==> src/sv/mbd_pkg.sv <==
// Shared types and constants for the mip level box downsampler.
// Used by the controller, the datapath and the top level; no dependencies.
package mbd_pkg;

   localparam int CFG_W     = 13;
   localparam int BPP_W     = 3;
   localparam int PIX_W     = 32;
   localparam int COORD_W   = 11;
   localparam int CSR_IDX_W = 2;
   localparam int NUM_W     = 18;
   localparam int DEN_W     = 10;
   localparam int STEP_W    = 5;
   localparam int DIV_STEPS = 18;

   localparam int DEF_MAX_WIDTH  = 4096;
   localparam int DEF_MAX_HEIGHT = 4096;

   localparam logic [CSR_IDX_W-1:0] CSR_SRC_WIDTH  = 2'd0;
   localparam logic [CSR_IDX_W-1:0] CSR_SRC_HEIGHT = 2'd1;
   localparam logic [CSR_IDX_W-1:0] CSR_BPP        = 2'd2;

   localparam logic [1:0] CHAN_FIRST = 2'd0;
   localparam logic [1:0] CHAN_LAST  = 2'd2;

   typedef struct packed {
      logic       accept;
      logic       sum;
      logic       div_step;
      logic       chan_store;
      logic       load_out;
      logic [1:0] chan;
   } cmd_type;

   typedef struct packed {
      logic emit;
      logic rgba;
   } status_type;

endpackage

==> src/sv/mbd_ctrl.sv <==
// Sequencing controller for the mip level box downsampler.
// Depends on mbd_pkg for the command and status structures.
module mbd_ctrl
   import mbd_pkg::*;
(
   input  logic       clock,
   input  logic       reset,
   input  logic       req_valid,
   output logic       req_ready,
   output logic       rsp_valid,
   input  logic       rsp_ready,
   input  status_type status,
   output cmd_type    cmd
);

   typedef enum logic [2:0] {
      S_IDLE,
      S_SUM,
      S_DIV,
      S_STORE,
      S_OUT
   } state_type;

   state_type          state_ff, state_in;
   logic [1:0]         chan_ff, chan_in;
   logic [STEP_W-1:0]  step_ff, step_in;
   logic               rsp_valid_ff, rsp_valid_in;
   logic               slot_free;

   assign slot_free = !rsp_valid_ff || rsp_ready;
   assign req_ready = (state_ff == S_IDLE);
   assign rsp_valid = rsp_valid_ff;

   always_comb begin
      state_in     = state_ff;
      chan_in      = chan_ff;
      step_in      = step_ff;
      rsp_valid_in = rsp_valid_ff && !rsp_ready;
      cmd          = '0;
      cmd.chan     = chan_ff;
      case (state_ff)
         S_IDLE: begin
            if (req_valid) begin
               cmd.accept = 1'b1;
               chan_in    = CHAN_FIRST;
               if (status.emit) begin
                  state_in = S_SUM;
               end
            end
         end
         S_SUM: begin
            cmd.sum = 1'b1;
            step_in = '0;
            if (status.rgba) begin
               state_in = S_DIV;
            end else begin
               state_in = S_OUT;
            end
         end
         S_DIV: begin
            cmd.div_step = 1'b1;
            step_in      = step_ff + 1'b1;
            if (step_ff == STEP_W'(DIV_STEPS - 1)) begin
               state_in = S_STORE;
            end
         end
         S_STORE: begin
            cmd.chan_store = 1'b1;
            if (chan_ff == CHAN_LAST) begin
               state_in = S_OUT;
            end else begin
               chan_in  = chan_ff + 1'b1;
               state_in = S_SUM;
            end
         end
         S_OUT: begin
            if (slot_free) begin
               cmd.load_out = 1'b1;
               rsp_valid_in = 1'b1;
               state_in     = S_IDLE;
            end
         end
         default: begin
            state_in = S_IDLE;
         end
      endcase
   end

   always_ff @(posedge clock) begin
      if (reset) begin
         state_ff     <= S_IDLE;
         chan_ff      <= CHAN_FIRST;
         step_ff      <= '0;
         rsp_valid_ff <= 1'b0;
      end else begin
         state_ff     <= state_in;
         chan_ff      <= chan_in;
         step_ff      <= step_in;
         rsp_valid_ff <= rsp_valid_in;
      end
   end

   a_no_overwrite: assert property (@(posedge clock) disable iff (reset)
      cmd.load_out |-> (!rsp_valid_ff || rsp_ready))
      else $error("Result register loaded while a transaction was pending.");

   a_emit_starts: assert property (@(posedge clock) disable iff (reset)
      (cmd.accept && status.emit) |=> (state_ff == S_SUM))
      else $error("Emitting pixel did not start the filter sequence.");

   a_chan_range: assert property (@(posedge clock) disable iff (reset)
      (state_ff == S_DIV) |-> (chan_ff <= CHAN_LAST))
      else $error("Channel index out of range during division.");

endmodule

==> config.mk <==
export PLATFORM = sky130hd
export DESIGN_NAME = mbd_ctrl
export DESIGN_NICKNAME = d
export VERILOG_FILES = /design/src/sv/mbd_pkg.sv /design/src/sv/mbd_ctrl.sv
export SDC_FILE = /design/constraint.sdc
export NUM_CORES = 1
export LEC_CHECK = 0
export BUFFER_PORTS_ARGS = -buffer_cell sky130_fd_sc_hd__buf_2
export CORE_AREA = 2 2 39 41
export DETAILED_ROUTE_END_ITERATION = 7
export DIE_AREA = 0 0 41 43
export PLACE_DENSITY = 0.72
export SYNTH_ARGS = -nofsm -noshare
export SYNTH_HDL_FRONTEND = slang
export SYNTH_SLANG_ARGS = --single-unit
==> constraint.sdc <==
create_clock -name clock -period 4.85 [get_ports clock]
set_clock_uncertainty 0.1 [all_clocks]
set_input_delay 0.2425 -clock clock [delete_from_list [all_inputs] [get_ports clock]]
set_output_delay 0.2425 -clock clock [all_outputs]
set_load 0.1 [all_outputs]
**Yosys cells after proc, flatten, opt, wreduce, memory -nomap -nowiden**

Cells that the tools add are included.

- Register bits after elaboration: 11
- Bits in latches: 0
- RAM bits: 0
- Bits in read-only memories: 0
- Output and inout bits: 9
- Logic and storage cells: 46
- Memories kept: 0

- Add/sub/neg operators: 2
- Multiply operators: 0
- Divide/modulo/power cells: 0
- Order comparisons: 0
- Equality and inequality tests: 11
- Shifts and indexed selects: 0
- Multiplexer cells: 20
- Bitwise gates (word level): 0
- Reduce and logical (&&, ||, !) cells: 9

Operators by type and width:

| cell | count |
|---|---|
| 3-bit 2-to-1 mux | 6 |
| 3-bit case mux with 5 select lines | 1 |
| 5-bit case mux with 2 select lines | 1 |
| 1-bit 2-to-1 mux | 9 |
| 2-bit != test (second input constant) | 4 |
| 3-bit by 2-bit equality test with 1-bit output (second input constant) | 2 |
| 5-bit by 1-bit adder with 5-bit output (second input constant) | 1 |
| 5-bit equality test (second input constant) | 1 |
| 2-bit 2-to-1 mux | 2 |
| 2-bit case mux with 2 select lines | 1 |
| 4-bit AND reduction | 1 |
| 2-bit nonzero test | 2 |
| 3-bit by 1-bit equality test with 1-bit output (second input constant) | 1 |
| 3-bit equality test (second input constant) | 1 |
| 3-bit zero test | 1 |
| 3-bit AND reduction | 1 |
| 2-bit by 1-bit adder with 2-bit output (second input constant) | 1 |
| 2-bit equality test (second input constant) | 1 |
| 1-bit zero test | 2 |
| 2-bit by 1-bit != test with 1-bit output (second input constant) | 1 |
| 1-bit logical AND | 1 |
| 1-bit logical OR | 1 |

**Logic depth before layout (Yosys ltp)**

Gate-level depths: netlist (run 1).

- Word-level depth: 4
- Mapped depth: 6
- Mapped depth without buffers: 5

**Worst setup path before layout (run 1)**

Ideal clock, no wire load.

- Path type: reg2reg
- Start: register state_ff[0]
- End: register state_ff[0]
- Library setup time: 137 ps
- Arrival: 2836 ps
- Setup slack: 1777 ps
- Cell stages (with the launch flop): 5
- Path buffers: 1
- Clock period less this slack: 3073 ps
- Cell sequence: dfxtp_1 buf_6 nor3_1 o2bb2ai_1 a2111oi_0

- Cells in the longest elaborated chain, start to end: 3
- Elaborated cells on any way between the ends: 11

RTL lines:

| element | line | source |
|---|---|---|
| start, declared | mbd_ctrl.sv:24 | `state_type state_ff, state_in;` |
| start signal, assigned | mbd_ctrl.sv:96 | `state_ff <= state_in;` |
| 3-bit zero test * | n/a |  |
| net req_ready | mbd_ctrl.sv:9 | `output logic req_ready,` |
| 2-bit by 1-bit != test with 1-bit output (no source line) / 2-bit != test (equally long branches) | n/a |  |
| 4-bit AND reduction (no source line) | n/a |  |

Mark *: on every way through the listed nets, which the timed path passes. The rest lies on a longest branch.
A chain may end at the register's enable or synchronous reset.

==> results of run 1 <==
-- Yosys cell counts (2+ instances only) --
cell      count  area [sq um]
dfxtp_1      11         220.2
nor2_1        4         15.01
nand3_1       3         15.01
buf_6         2         22.52
inv_1         6         22.52
or3_1         2         12.51
nand2_1       5         18.77
a21oi_1       4         20.02
o31ai_1       2         15.01
ha_1          3         37.54
nand2b_1      2         12.51
nor3_1        2         10.01
-- final timing paths --
| check | end | slack [ns] | cells after the start |
|---|---|---|---|
| max | cmd[6] | 2.65 | 3 |
| min | state_ff[2] | 0.19 | 4 |
| max reg2reg | step_ff[4] | 3.14 | 3 |
| min reg2reg | chan_ff[1] | 0.41 | 2 |
-- metrics by stage --
stage	setup WS [ns]	hold slack, ns	instance area (sq um)	std cells
5_1_grt	2.591	0.2069	715.7	99
3_5_place_dp	2.955	0.3934	689.4	95
3_3_place_gp	2.970	0.3865	689.4	95
4_1_cts	2.646	0.1770	715.7	99
2_1_floorplan	1.777	0.3211	630.6	69
6_report	2.650	0.1850	715.7	99
-- critical path: stages (launching register included) --
cell     delay [ns]
dfxtp_1        0.39
or4b_2         0.71
inv_1          0.07
buf_2          0.41
-- kinds of logic (layout without fill, tap and decap cells) --
family / Yosys count / count (layout)
and+or+nand+nor: 29 / 29
muxes: 2 / 2
buffers and inverters: 11 / 25
adders and majority gates: 3 / 3
DFF: 11 / 11
AOI/OAI and AO/OA: 13 / 13
-- final cells by class --
type                       count  area share, %
sequential                    11          30.77
inverter                       7          4.371
timing repair buffer          14          9.790
tap                           16          2.797
multi-input combinational     47          48.60
clock buffer                   4          3.671
-- power by group through the flow --
stage               Clock, mW  Sequential (mW)  Combinational, mW
floorplan                   0            0.103             0.0831
global placement            0            0.103             0.0921
detailed placement          0            0.103             0.0921
CTS                    0.0664            0.101             0.0923
global route           0.0712            0.102             0.0975
finish                 0.0638            0.101             0.0921
-- flip-flops by register name, indices dropped and copies added (netlist names) --
name / flops
rsp_valid: 1
step_ff: 5
state_ff: 3
chan_ff: 2
-- routing by layer --
metal,share of wire (%),vias up
li1,-,278
met1,50,251
met2,45,14
met3,4.8,0
met4,0,0
met5,0,-
==> out/metrics.yaml, run 1 <==
setup_fix_buffers_added_after_clock_tree_synthesis: 0
timing.setup.tns_ns: 0
power_density_relative_to_cell_area_mw_per_mm2: 359.4
synthSimpleGateAreaFrac_pct: 30.16
synth_sequential_area_ratio_pct: 34.92
ctsLongestPathBuffers: 2
clock_tree_from_tritoncts: "yes"
detailedRoute.firstPassIterationCount: 4
power.sequential.fraction_pct: 39.4
design_power_total_mw: 0.2572
run_status: "finished, final reports clean"
finalHoldViolCount: 0
floorplan.core_area_sq_mm: 0.001384
clk-insertion-delay-late_ns: 0.27
timing_worst_slew_pin_value_ns: 0.4895
use_met2_pct: 21.88
clock.fmax_mhz: 454.5
multiInputGateArea_sq_um: 347.8
period_minus_slack_ns: 2.200
gr-usage-met3_pct: 4.712
dp_hpwl_microns: 851.5
logic_gate_share_of_total_power_pct: 35.8
clockPowerShare_pct: 24.8
max-slew-margin-rel_pct: 67.59
top_usage_layer: "met2"
routed_wire_length_per_instance_microns: 11.84
critical_path_fanout_max: 10
critPathLaunchType: "flip-flop"
adder_and_majority_cell_fraction_of_the_synthesized_area_pct: 5.952
clock-root-buffer: "clkbuf_4"
pin_count: 15
grt_start_max_net_pins: 15
synth_enable_flop_cells: 0
power_dissipated_by_switching_net_loads_mw: 0.1116
critPathRequiredTime_ns: 4.51
most-common-layout-cells: "buf_2 (14), dfxtp_1 (11), inv_1 (6), nand2_1 (5)"
worst_setup_hold_path_clk_slew_ns: 0.08
critPathLaunch: "state_ff[0]"
die_w_microns: 41
initial_antenna_violation_count: 0
post_route_cells_drive_above_1_share_pct: 27.71
vdd_drop_max_mv: 0.1731
layout.area.seq_sq_um: 220.2
hold_path_class: "in -> reg"
postCtsHoldBufs: 0
drcViolationCount: 0
rsz0062_at_grt: "no"
hold_wc_startpoint: "rsp_ready"
initial_core_util_pct: 45.57
postSynthRegisterBits: 11
floorplan.rows: 14
drt-total-wl_microns: 1172
postSynthCellCount: 69
grt.met1_usage_pct: 19.34
synth_xor_area_share_pct: 0
crit-reg2reg-launch: "state_ff[0]"
cts.htree.levels: 1
netlist_area_sq_um: 630.6
detailed_route_iter0_violations: 8
maxSlewViolCount: 0
areaGrowthSynthToFinish_pct: 13.49
total_leakage_power_nw: 0.3241
numCtsBuffers: 3
layout_commonest_cell: "buf_2"
yosys-mux-area-fraction_pct: 4.167
swShare_pct: 43.39
portBuffers: 14
synth_top_family_by_area: "simple AND/OR/NAND/NOR gates"
cp-end-kind: "output port"
synth.distinct_cells: 35
drt-vias-per-instance: 5.485
worst-endpoint-arrival_ns: 1.86
max_cap_viols: 0
finalCoreUtilization_pct: 51.72
post-route-period-util_pct: 45.37
routabilityCongestion: 0.7198
number_of_global_route_vias_before_repair: 448
complex_gate_fraction_of_the_synthesized_area_pct: 14.88
dominantRegCellSynth: "dfxtp_1"
cp_class: "reg -> out"
die_y_microns: 43
fin_nets: 93
number_of_diodes: 0
synth-async-reset-ratio_pct: 0
timing.final.setup_violations: 0
grt_first_pass_wirelength_microns: 1759
globalRouteOverflowTotal: 0
grtUsageTotal_pct: 14.95
syn-num-nets: 78
post_cts.resized_instances: 0
total_of_fill_cells_in_the_finished_design: 140
cts_sinks: 11
via_count: 543
synth_area_per_cell_sq_um: 9.139
synth.yosys.warnings: 0
antenna_violating_nets_post_route: 0
area_of_the_die_sq_mm: 0.001763
internal_power_of_the_cells_mw: 0.1456
No activity file was read; power rests on OpenSTA's default activity.
==> run 2, diff against run 1 <==
--- a/config.mk
+++ b/config.mk
@@ -5,11 +5,12 @@
 export SDC_FILE = /design/constraint.sdc
 export NUM_CORES = 1
 export LEC_CHECK = 0
+export ABC_AREA = 1
 export BUFFER_PORTS_ARGS = -buffer_cell sky130_fd_sc_hd__buf_2
-export CORE_AREA = 2 2 39 41
+export CORE_MARGIN = 2
+export CORE_UTILIZATION = 44
 export DETAILED_ROUTE_END_ITERATION = 7
-export DIE_AREA = 0 0 41 43
-export PLACE_DENSITY = 0.72
+export PLACE_DENSITY = 0.71
 export SYNTH_ARGS = -nofsm -noshare
 export SYNTH_HDL_FRONTEND = slang
 export SYNTH_SLANG_ARGS = --single-unit
==> constraint.sdc (replaced) <==
create_clock -name clock -period 2 [get_ports clock]
set_clock_uncertainty 0.1 [all_clocks]
set_input_delay 0.1 -clock clock [delete_from_list [all_inputs] [get_ports clock]]
set_output_delay 0.1 -clock clock [all_outputs]
set_load 0.1 [all_outputs]
==> run 2 against run 1 <==
Against the previous run: global-route usage increased by 2.9 points; setup slack got worse by 2.3 ns; via count grew 15%; final cell count rose by 26%; clock-buffer cell count is the same; first-iteration DRC count grew 13%; total power grew to 2.7 times the previous value; critical path type unchanged; critical endpoint unchanged; largest power group is now combinational logic.
==> out/metrics.yaml, run 2 <==
cp-end-kind: "output port"
post-synth-top-count-cell: "nand2_1"
grtUsageTotal_pct: 17.87  # +2.9 points
syn-num-nets: 99  # +27%
critPathLaunchType: "flip-flop"
drt-vias-per-instance: 4.976  # -9.3%
total_of_fill_cells_in_the_finished_design: 131  # -6.4%
cts.htree.levels: 1  # unchanged
hold_path_class: "in -> reg"
synth_sequential_area_ratio_pct: 36.44  # +1.5 points
period_minus_slack_ns: 1.693
run_status: "finished, final reports clean"
ys_top_cells_by_count: "nand2_1 (21), nor2_1 (12), dfxtp_1 (11), inv_1 (11), a21oi_1 (9)"
cp_class: "reg -> out"
synth.yosys.warnings: 0  # unchanged
synthDominantAreaCellType: "dfxtp_1"
power_density_relative_to_cell_area_mw_per_mm2: 921.5  # +160%
postSynthRegisterBits: 11  # unchanged
hold_wc_startpoint: "rsp_ready"
setup_fix_buffers_added_after_clock_tree_synthesis: 0  # unchanged
max_cap_viols: 0  # unchanged
finalCoreUtilization_pct: 57.74  # +6.0 points
areaGrowthSynthToFinish_pct: 22.77
number_of_diodes: 0  # unchanged
pin_count: 15  # unchanged
timing.setup.tns_ns: 0  # unchanged
timing_worst_slew_pin_value_ns: 0.4853  # -0.004190 ns
crit-reg2reg-launch: "state_ff[2]"
die_w_microns: 41.06  # +0.15%
drcViolationCount: 0  # unchanged
synth.distinct_cells: 17  # -51%
detailed_route_iter0_violations: 9  # +1
registers_with_the_highest_flip_flop_counts: "step_ff: 5 flops, state_ff: 3 flops, chan_ff: 2 flops"
hold_slack_ns: 0.02504  # -0.1600 ns
die_y_microns: 41.06  # -4.5%
clock-root-buffer: "clkbuf_4"
dp_hpwl_microns: 995.6  # +17%
post-route-period-util_pct: 84.67
synth-async-reset-ratio_pct: 0  # unchanged
timing.final.setup_violations: 0  # unchanged
worst_setup_hold_path_clk_slew_ns: 0.06  # -0.02 ns
antenna_violating_nets_post_route: 0  # unchanged
grt_first_pass_wirelength_microns: 1945  # +11%
critical-path-slowest-cell: "buf_2"
routed_wire_length_per_instance_microns: 10.32  # -13%
ctsLongestPathBuffers: 2  # unchanged
clock_tree_from_tritoncts: "yes"
maxSlewViolCount: 0  # unchanged
clock.fmax_mhz: 590.5
finalHoldViolCount: 0  # unchanged
numCtsBuffers: 3  # unchanged
portBuffers: 14  # unchanged
synth_enable_flop_cells: 0  # unchanged
netlist_area_sq_um: 604.3  # -4.2%
initial_core_util_pct: 47.03  # +1.5 points
dominantRegCellSynth: "dfxtp_1"
fin_nets: 120  # +29%
initial_antenna_violation_count: 0  # unchanged
synth_largest_type_area_fraction_pct: 36.44  # +1.5 points
dominant_cells_by_area_after_synthesis: "dfxtp_1 (36%), nand2_1 (13%), a21oi_1 (7.5%), nor2_1 (7.5%), inv_1 (6.8%)"
floorplan.rows: 13  # -1
postSynthCellCount: 90  # +30%
layout_commonest_cell: "nand2_1"
clk-insertion-delay-late_ns: 0.27  # about the same
max_flop_register: "step_ff"
synth_area_per_cell_sq_um: 6.715  # -27%
floorplan.core_area_sq_mm: 0.001285  # -7.1%
critPathLaunch: "state_ff[1]"
slowest_delay_ns: 0.41  # -0.30 ns
flip_flop_count_of_the_largest_register_after_layout: 5  # unchanged
via_count: 622  # +15%
area_of_the_die_sq_mm: 0.001686  # -4.4%
max-slew-margin-rel_pct: 67.87  # +0.28 points
routabilityCongestion: 0.7252  # +0.75%
critPathRequiredTime_ns: 1.80  # -2.71 ns
cts_sinks: 11  # unchanged
critical_path_cell_by_cell: "nor2_1 -> nand3_1 -> inv_1 -> buf_2"
detailedRoute.firstPassIterationCount: 4  # unchanged
total_leakage_power_nw: 0.3606  # +11%
post_route_cells_drive_above_1_share_pct: 24.55  # -3.2 points
critical_path_fanout_max: 6  # -4
number_of_global_route_vias_before_repair: 512  # +14%
globalRouteOverflowTotal: 0  # unchanged
rsz0062_at_grt: "no"
worst-endpoint-arrival_ns: 1.49  # -0.37 ns
grt_start_max_net_pins: 8  # -7
vdd_drop_max_mv: 0.4078  # +140%
drt-total-wl_microns: 1290  # +10%
most-common-layout-cells: "nand2_1 (21), buf_2 (14), inv_1 (11), nor2_1 (11), dfxtp_1 (11)"
==> run 2: final timing paths <==
check        depth (start not counted)     endpoint  slack (ns)
min                                  4    rsp_valid        0.03
max                                  4       cmd[6]        0.31
min reg2reg                          2   step_ff[1]        0.42
max reg2reg                          6  state_ff[1]        0.37
==> run 2: through the flow <==
| stage | cells | instance area (sq um) | total power [mW] | setup slack (ns) |
|---|---|---|---|---|
| floorplan | 90 | 606.8 | 0.4923 | 0.02426 |
| global placement | 119 | 695.7 | 0.5331 | 0.6415 |
| detailed placement | 119 | 695.7 | 0.5376 | 0.6081 |
| CTS | 125 | 742.0 | 0.6915 | 0.3003 |
| global route | 125 | 742.0 | 0.7237 | 0.2107 |
| finish | 125 | 742.0 | 0.6838 | 0.3066 |
==> run 2: area by class of cell <==
type                            count  area (sq um)  area share [%]
Multi-Input combinational cell     64         330.3           44.52
Clock buffer                        4         26.28           3.541
Inverter                           15         56.30           7.589
Timing Repair Buffer               16         90.09           12.14
Tap cell                           15         18.77           2.530
Sequential cell                    11         220.2           29.68
==> run 2: what timing repair did <==
action | 4_1_cts | 5_1_grt
resized for setup | 0 | 0
endpoints found under the hold margin | 4 | 0
hold buffers | 2 | 0
==> run 2: worst max-delay path: cells and delay by family, from the launching register on <==
kind	cells	cell delay [ns]
buffers and inverters	2	0.48
DFF	1	0.37
and+or+nand+nor	2	0.37
==> run 2: power breakdown <==
part	switching, mW	total [mW]	internal, mW
clock	0.0703	0.147	0.0772
combinational	0.230	0.286	0.0557
sequential	0.0168	0.250	0.234
==> run 2: cells by family after synthesis <==
family | synth area share [%]
buffers and inverters | 9.316
adder cells (fa/ha/maj) | 6.212
AO/OA/AOI/OAI | 10.35
AND/OR/NAND/NOR | 37.68
flip-flops | 36.44
==> run 2: per-layer routing <==
metal	wire, microns	track usage, %	share of wire [%]
met5	0	0	0
met3	42	3.261	3.3
met4	25	10.00	1.9
met2	631	32.03	49
met1	590	19.28	46
